==> config.mk <==
export PLATFORM = sky130hd
export DESIGN_NAME = i2c_bit_level_master_top
export DESIGN_NICKNAME = d
export VERILOG_FILES = /design/src/rtl/i2cbm_pkg.sv /design/src/rtl/i2c_bit_level_master_top.sv /design/src/rtl/i2cbm_in_reg.sv /design/src/rtl/i2cbm_core.sv /design/src/rtl/i2cbm_out_reg.sv
export SDC_FILE = /design/constraint.sdc
export NUM_CORES = 1
export LEC_CHECK = 0
export BUFFER_PORTS_ARGS = -buffer_cell sky130_fd_sc_hd__buf_2
export CAP_MARGIN = 10
export CORE_ASPECT_RATIO = 0.9
export CORE_UTILIZATION = 51
export DETAILED_ROUTE_END_ITERATION = 12
export HOLD_SLACK_MARGIN = 0.1
export PLACE_DENSITY = 0.78
export SLEW_MARGIN = 20
export SYNTH_ARGS = -nofsm -noshare
export SYNTH_HDL_FRONTEND = slang
export SYNTH_SLANG_ARGS = --single-unit
==> constraint.sdc <==
create_clock -name clk -period 6.5 [get_ports clk]
set_clock_uncertainty 0.2 [all_clocks]
set_input_delay 0.325 -clock clk [delete_from_list [all_inputs] [get_ports clk]]
set_output_delay 0.325 -clock clk [all_outputs]
set_load 0.01 [all_outputs]
==> src/rtl/i2cbm_pkg.sv <==
// Shared types and constants for the I2C bit-level master.
package i2cbm_pkg;

  localparam logic [15:0] HALF_PERIOD_RESET = 16'd50;
  localparam int unsigned BITS_PER_BYTE = 8;

  typedef enum logic [1:0] {
    MODE_START = 2'd0,
    MODE_WRITE = 2'd1,
    MODE_READ  = 2'd2,
    MODE_STOP  = 2'd3
  } mode_t;

  typedef enum logic [3:0] {
    PH_IDLE = 4'd0,
    PH_ST1  = 4'd1,
    PH_ST2  = 4'd2,
    PH_WD   = 4'd3,
    PH_WH   = 4'd4,
    PH_WAL  = 4'd5,
    PH_WAH  = 4'd6,
    PH_RL   = 4'd7,
    PH_RH   = 4'd8,
    PH_RAL  = 4'd9,
    PH_RAH  = 4'd10,
    PH_SP1  = 4'd11,
    PH_SP2  = 4'd12,
    PH_SP3  = 4'd13
  } phase_t;

  typedef struct packed {
    logic       cmd_valid;
    logic [1:0] mode;
    logic [7:0] write_byte;
    logic       send_ack;
    logic       sda_level;
    logic       scl_level;
  } tick_t;

  typedef struct packed {
    logic       scl_pull_low;
    logic       sda_pull_low;
    logic       busy_res;
    logic       done_res;
    logic [7:0] read_byte;
    logic       ack_seen;
    logic       start_error;
  } result_t;

endpackage

==> src/rtl/i2c_bit_level_master_top.sv <==
// I2C bit-level bus master: each transaction is one tick of the bus timing.
//
// Input channel: in_valid with the tick fields; the block raises in_stall to
// hold a transaction. Each accepted transaction is one bus tick carrying the
// sampled SDA and SCL levels and, optionally, a start, write, read or stop
// command that is taken only while the sequencer is idle.
// Output channel: out_valid with one result per input transaction, holding
// the open-drain pull-low controls, busy, done and the last status values.
// The result is registered after the input register, and one transaction is
// taken every cycle while in_stall is low; the sequencer state advances once per
// tick in a single pass of logic between the input register and the result register.
// A stalled result holds the output register; one more tick waits in the input
// register and in_stall rises only when both are full.
// cfg_we writes half_period_ticks, the ticks per line-change wait.
// Reset releases both lines, returns the sequencer to idle, clears the status
// and sets half_period_ticks to 50.
module i2c_bit_level_master_top (
  input  logic        clk,
  input  logic        rst,
  input  logic        cfg_we,
  input  logic [15:0] cfg_wdata,
  input  logic        in_valid,
  output logic        in_stall,
  input  logic        cmd_valid,
  input  logic [1:0]  mode,
  input  logic [7:0]  write_byte,
  input  logic        send_ack,
  input  logic        sda_level,
  input  logic        scl_level,
  output logic        out_valid,
  input  logic        out_stall,
  output logic        scl_pull_low,
  output logic        sda_pull_low,
  output logic        busy_res,
  output logic        done_res,
  output logic [7:0]  read_byte,
  output logic        ack_seen,
  output logic        start_error
);
  import i2cbm_pkg::*;

  tick_t   in_tick;
  tick_t   tick;
  logic    tick_valid;
  logic    advance;
  logic    step;
  result_t res_next;
  result_t res;

  assign in_tick = '{cmd_valid:  cmd_valid,
                     mode:       mode,
                     write_byte: write_byte,
                     send_ack:   send_ack,
                     sda_level:  sda_level,
                     scl_level:  scl_level};

  assign step = tick_valid && advance;

  i2cbm_in_reg u_in_reg (
    .clk        (clk),
    .rst        (rst),
    .in_valid   (in_valid),
    .in_stall   (in_stall),
    .in_tick    (in_tick),
    .advance    (advance),
    .tick_valid (tick_valid),
    .tick       (tick)
  );

  i2cbm_core u_core (
    .clk       (clk),
    .rst       (rst),
    .cfg_we    (cfg_we),
    .cfg_wdata (cfg_wdata),
    .step      (step),
    .tick      (tick),
    .res       (res_next)
  );

  i2cbm_out_reg u_out_reg (
    .clk       (clk),
    .rst       (rst),
    .load      (tick_valid),
    .res_in    (res_next),
    .out_stall (out_stall),
    .out_valid (out_valid),
    .advance   (advance),
    .res       (res)
  );

  assign scl_pull_low = res.scl_pull_low;
  assign sda_pull_low = res.sda_pull_low;
  assign busy_res     = res.busy_res;
  assign done_res     = res.done_res;
  assign read_byte    = res.read_byte;
  assign ack_seen     = res.ack_seen;
  assign start_error  = res.start_error;

endmodule

==> src/rtl/i2cbm_in_reg.sv <==
// Input register stage that holds one accepted tick transaction.
module i2cbm_in_reg (
  input  logic             clk,
  input  logic             rst,
  input  logic             in_valid,
  output logic             in_stall,
  input  i2cbm_pkg::tick_t in_tick,
  input  logic             advance,
  output logic             tick_valid,
  output i2cbm_pkg::tick_t tick
);
  import i2cbm_pkg::*;

  assign in_stall = tick_valid && !advance;

  always_ff @(posedge clk) begin
    if (rst) begin
      tick_valid <= 1'b0;
    end else if (!in_stall) begin
      tick_valid <= in_valid;
    end
  end

  always_ff @(posedge clk) begin
    if (in_valid && !in_stall) begin
      tick <= in_tick;
    end
  end

endmodule

==> src/rtl/i2cbm_core.sv <==
// Bus sequencer state and the per-tick next-state and result logic.
module i2cbm_core (
  input  logic               clk,
  input  logic               rst,
  input  logic               cfg_we,
  input  logic [15:0]        cfg_wdata,
  input  logic               step,
  input  i2cbm_pkg::tick_t   tick,
  output i2cbm_pkg::result_t res
);
  import i2cbm_pkg::*;

  logic [15:0] half_period_ticks;
  phase_t      phase, phase_next;
  logic [3:0]  bit_count, bit_count_next;
  logic [15:0] delay_count, delay_count_next;
  logic [7:0]  shift_byte, shift_byte_next;
  logic        ack_to_send, ack_to_send_next;
  logic [1:0]  pin_drive, pin_drive_next;
  logic [1:0]  status_flags, status_flags_next;
  logic [7:0]  last_read, last_read_next;
  logic        done;
  logic [15:0] reload;

  assign reload = (half_period_ticks == 16'd0) ? 16'd1 : half_period_ticks;

  always_ff @(posedge clk) begin
    if (rst) begin
      half_period_ticks <= HALF_PERIOD_RESET;
    end else if (cfg_we) begin
      half_period_ticks <= cfg_wdata;
    end
  end

  always_ff @(posedge clk) begin
    if (rst) begin
      phase        <= PH_IDLE;
      bit_count    <= 4'd0;
      delay_count  <= 16'd0;
      shift_byte   <= 8'd0;
      ack_to_send  <= 1'b0;
      pin_drive    <= 2'b00;
      status_flags <= 2'b00;
      last_read    <= 8'd0;
    end else if (step) begin
      phase        <= phase_next;
      bit_count    <= bit_count_next;
      delay_count  <= delay_count_next;
      shift_byte   <= shift_byte_next;
      ack_to_send  <= ack_to_send_next;
      pin_drive    <= pin_drive_next;
      status_flags <= status_flags_next;
      last_read    <= last_read_next;
    end
  end

  always_comb begin
    phase_next        = phase;
    bit_count_next    = bit_count;
    delay_count_next  = delay_count;
    shift_byte_next   = shift_byte;
    ack_to_send_next  = ack_to_send;
    pin_drive_next    = pin_drive;
    status_flags_next = status_flags;
    last_read_next    = last_read;
    done              = 1'b0;
    if (phase == PH_IDLE) begin
      if (tick.cmd_valid) begin
        bit_count_next   = 4'd0;
        delay_count_next = reload;
        unique case (mode_t'(tick.mode))
          MODE_START: begin
            pin_drive_next = 2'b00;
            phase_next     = PH_ST1;
          end
          MODE_WRITE: begin
            shift_byte_next   = tick.write_byte;
            pin_drive_next[1] = ~tick.write_byte[7];
            phase_next        = PH_WD;
          end
          MODE_READ: begin
            shift_byte_next   = 8'd0;
            ack_to_send_next  = tick.send_ack;
            pin_drive_next[1] = 1'b0;
            phase_next        = PH_RL;
          end
          MODE_STOP: begin
            pin_drive_next[1] = 1'b1;
            phase_next        = PH_SP1;
          end
          default: begin
            phase_next = PH_IDLE;
          end
        endcase
      end
    end else if (delay_count > 16'd1) begin
      delay_count_next = delay_count - 16'd1;
    end else begin
      delay_count_next = 16'd0;
      unique case (phase)
        PH_ST1: begin
          if (!tick.scl_level || !tick.sda_level) begin
            status_flags_next[1] = 1'b1;
            phase_next           = PH_IDLE;
            done                 = 1'b1;
          end else begin
            status_flags_next[1] = 1'b0;
            pin_drive_next[1]    = 1'b1;
            delay_count_next     = reload;
            phase_next           = PH_ST2;
          end
        end
        PH_ST2: begin
          pin_drive_next[0] = 1'b1;
          phase_next        = PH_IDLE;
          done              = 1'b1;
        end
        PH_WD: begin
          pin_drive_next[0] = 1'b0;
          delay_count_next  = reload;
          phase_next        = PH_WH;
        end
        PH_WH: begin
          pin_drive_next[0] = 1'b1;
          bit_count_next    = bit_count + 4'd1;
          shift_byte_next   = {shift_byte[6:0], 1'b0};
          delay_count_next  = reload;
          if (bit_count_next < 4'(BITS_PER_BYTE)) begin
            pin_drive_next[1] = ~shift_byte[6];
            phase_next        = PH_WD;
          end else begin
            pin_drive_next[1] = 1'b0;
            phase_next        = PH_WAL;
          end
        end
        PH_WAL: begin
          pin_drive_next[0] = 1'b0;
          delay_count_next  = reload;
          phase_next        = PH_WAH;
        end
        PH_WAH: begin
          status_flags_next[0] = ~tick.sda_level;
          pin_drive_next[0]    = 1'b1;
          phase_next           = PH_IDLE;
          done                 = 1'b1;
        end
        PH_RL: begin
          pin_drive_next[0] = 1'b0;
          delay_count_next  = reload;
          phase_next        = PH_RH;
        end
        PH_RH: begin
          shift_byte_next   = {shift_byte[6:0], tick.sda_level};
          pin_drive_next[0] = 1'b1;
          bit_count_next    = bit_count + 4'd1;
          delay_count_next  = reload;
          if (bit_count_next < 4'(BITS_PER_BYTE)) begin
            phase_next = PH_RL;
          end else begin
            pin_drive_next[1] = ack_to_send;
            phase_next        = PH_RAL;
          end
        end
        PH_RAL: begin
          pin_drive_next[0] = 1'b0;
          delay_count_next  = reload;
          phase_next        = PH_RAH;
        end
        PH_RAH: begin
          pin_drive_next[0] = 1'b1;
          last_read_next    = shift_byte;
          phase_next        = PH_IDLE;
          done              = 1'b1;
        end
        PH_SP1: begin
          pin_drive_next[0] = 1'b0;
          delay_count_next  = reload;
          phase_next        = PH_SP2;
        end
        PH_SP2: begin
          pin_drive_next[1] = 1'b0;
          delay_count_next  = reload;
          phase_next        = PH_SP3;
        end
        PH_SP3: begin
          phase_next = PH_IDLE;
          done       = 1'b1;
        end
        default: begin
          phase_next = PH_IDLE;
        end
      endcase
    end
  end

  always_comb begin
    res.scl_pull_low = pin_drive_next[0];
    res.sda_pull_low = pin_drive_next[1];
    res.busy_res     = (phase_next != PH_IDLE);
    res.done_res     = done;
    res.read_byte    = last_read_next;
    res.ack_seen     = status_flags_next[0];
    res.start_error  = status_flags_next[1];
  end

endmodule

==> src/rtl/i2cbm_out_reg.sv <==
// Result register that holds one tick result until the receiver takes it.
module i2cbm_out_reg (
  input  logic               clk,
  input  logic               rst,
  input  logic               load,
  input  i2cbm_pkg::result_t res_in,
  input  logic               out_stall,
  output logic               out_valid,
  output logic               advance,
  output i2cbm_pkg::result_t res
);
  import i2cbm_pkg::*;

  assign advance = !out_valid || !out_stall;

  always_ff @(posedge clk) begin
    if (rst) begin
      out_valid <= 1'b0;
    end else if (advance) begin
      out_valid <= load;
    end
  end

  always_ff @(posedge clk) begin
    if (advance && load) begin
      res <= res_in;
    end
  end

endmodule

==> results.toml <==
[status]
outcome = "finished clean"

[logic_synthesis]
yosysSeqAreaShare = 0.454
synthMostInstantiatedCell = "dfxtp_1"
ys_ff_latch = 91
synth_top_cell_area_share = 0.273
ys_async_sr_fraction = 0
syn-cell-area_um2 = 4630
yosys_warnings = 0
synth_common_cells = "63 x dfxtp_1, 55 x nor2_1, 30 x mux2i_1"
synth_area_per_cell_um2 = 9.70
synth_cell_types = 68
syn_inst = 477
synth_area_leaders = "dfxtp_1 27%, edfxtp_1 18%, mux2i_1 6.5%"
synth-edff-count = 28
synth_nets = 520
yosys.area.top_type = "dfxtp_1"
synth-main-ff-cell = "dfxtp_1"

[floorplanning]
dieArea_um2 = 9460
num_io_pins = 51
core_um2 = 8690
start_util = 0.533
rows = 32
dieWidth_um = 102
die_height_um = 92.4

[clocking]
ctsResizeCount = 0
clk_pin_slew_ps = 90
cts_setup_buffers = 0
clock_sinks = 91
cts_made_buffers = 9
cts_tree = "yes"
clk_latency_ps = 360
cts_max_level = 3
clockBufferDepth = 2
cts_hold_buf = 32
root_buffer = "clkbuf_8"

[final_layout]
nets = 580
fill_cells = 715
drive_gt1_frac = 0.162
final_cell_count_no_fill = 661
diodes = 0
multi_input_area_um2 = 2340
synthToLayoutAreaGrowth_pct = 16.6
regArea_um2 = 2100
fin_area_um2 = 5400
utilization = 0.621

[placement]
placed_area_um2 = 4890
io_buffers = 50
hpwl_mm = 7.55
place_inst = 613
gp_congestion = 0.953

[timing]
period_share = 0.517
fin_tns_setup_ps = 0
fin_worst_hold_slack_ps = 280
fmax_mhz = 297
finalMaxSlewViolations = 0
fin_crit_ps = 3360
slew_headroom = 0.365
setup_viol = 0
final_hold_viol_count = 0
tightestPinTransition_ps = 952
rsz0062_at_grt = "false"

[setup_path]
crit_arrival_ps = 3440
worst_setup_path_end_kind = "flip-flop"
crit_path_max_fanout = 24
crit_slowest_cell = "o2111a_1"
path_class = "input pin to flip-flop"
slowest_delay_ps = 740
crit_chain = "dlygate4sd3_1 > buf_2 > a21bo_2 > inv_1 > o2111a_1 > nand2_1 > or3_1 > a211oi_1"
cp.required_ps = 6580
start_kind = "input pin"

[grt]
grt_usage = 0.254
gr-usage-met3 = 0.0694
grt_start_max_net_pins = 49
grt_pass1_vias = 3663
grtUsageMet1 = 0.355
grt-ovfl-total = 0
antenna_found_initial = 0
grt_use_met2 = 0.384
busiest_layer = "met2"
grt_pass1_wl_mm = 18.4

[worst_hold_path]
worstHoldPathType = "input pin to flip-flop"

[power_and_ir_drop]
p_leak_nw = 2.04
power.density_nw_per_um2 = 327
peakVddDrop_uv = 189

[run]
max_cap_violations = 0

[drt]
ant_nets = 0
viasPerCell = 6.15
vias = 4066
drt_iter0_drc = 333
wl_mm = 11.4
wl_per_cell_um = 17.2
drc = 0
dr.pass1.iters = 6
## critical path, delay by kind of cell
kind,cells,cell delay (ps)
simple gates,2,470
buf+inv,3,1380
compound gates,3,1250
## final cells by class
type | instances | share of cell area
clock inverter | 7 | 0.0109
multi-input combinational | 340 | 0.433
clock buffer | 9 | 0.0230
tap | 119 | 0.0276
inverter | 12 | 0.00835
timing repair buffer | 83 | 0.107
sequential | 91 | 0.390
## sequential cells by signal, indices dropped and copies added, names as in the netlist
| register | cells |
|---|---|
| u_core.delay_count | 16 |
| u_core.half_period_ticks | 16 |
| u_in_reg.tick | 14 |
| u_out_reg.res | 14 |
| u_core.last_read | 8 |
| u_core.shift_byte | 8 |
| u_core.bit_count | 4 |
| u_core.phase | 4 |
| u_core.pin_drive | 2 |
| u_core.status_flags | 2 |
| u_core.ack_to_send | 1 |
| u_in_reg.tick_valid | 1 |
| u_out_reg.out_valid | 1 |
## per-stage QoR
stage	setup slack, ps	total power (W)
floorplan	3850	0.00124
global placement	3430	0.00136
detailed placement	3310	0.00138
CTS	3160	0.00175
global route	2980	0.00185
finish	3140	0.00176
## per-layer routing
| layer | wire length [um] | vias up |
|---|---|---|
| met5 | 0 | - |
| met4 | 114 | 0 |
| met3 | 1060 | 15 |
| li1 | - | 1917 |
| met1 | 5020 | 1923 |
| met2 | 5200 | 211 |
## path summary, 6_finish.rpt
path,startpoint,slack (ps),cells past startpoint,to
setup / recovery,out_stall,3140,8,u_core.bit_count[2]$_SDFFE_PP0P_
hold / removal,cfg_we,280,3,u_core.half_period_ticks[1]$_SDFFE_PP1P_
setup reg to reg,u_core.delay_count[11]$_SDFFE_PP0P_,3310,5,u_out_reg.res[11]$_DFFE_PP_
hold reg to reg,u_core.delay_count[14]$_SDFFE_PP0P_,280,1,u_core.delay_count[14]$_SDFFE_PP0P_
## cells by family after synthesis
family,after synthesis,share of synthesized area
and+or+nand+nor,173,0.208
AOI/OAI and AO/OA,119,0.184
DFF,91,0.454
buffers and inverters,46,0.0427
muxes,39,0.0868
adders and majority gates,8,0.0216
xor gates and xnor gates,1,0.00189
## cell usage in the layout, fill, tap and decap left out, drive strengths merged, types with 3 or more instances in the layout
| cell type | count |
|---|---|
| nor3 | 18 |
| o2bb2ai | 13 |
| and3 | 5 |
| nand2b | 3 |
| dlygate4sd3 | 32 |
| o21ai | 25 |
| dfxtp | 63 |
| nor3b | 10 |
| nor2 | 56 |
| ha | 8 |
| a311oi | 10 |
| nand3 | 18 |
| o21a | 3 |
| edfxtp | 28 |
| mux2i | 30 |
| a221oi | 5 |
| clkinv | 3 |
| a211oi | 3 |
| mux2 | 9 |
| nand2 | 21 |
| nor2b | 4 |
| or3 | 9 |
| inv | 16 |
| buf | 51 |
| clkbuf | 9 |
| a22oi | 6 |
| a21oi | 28 |
| o22ai | 3 |
| or4 | 4 |
| nor4 | 17 |
## power by group
group / internal [W] / switching [W]
registers: 0.000634 / 0.0000673
logic: 0.000247 / 0.000455
clock network: 0.000146 / 0.000215
Power figures use the tool's default switching activity.
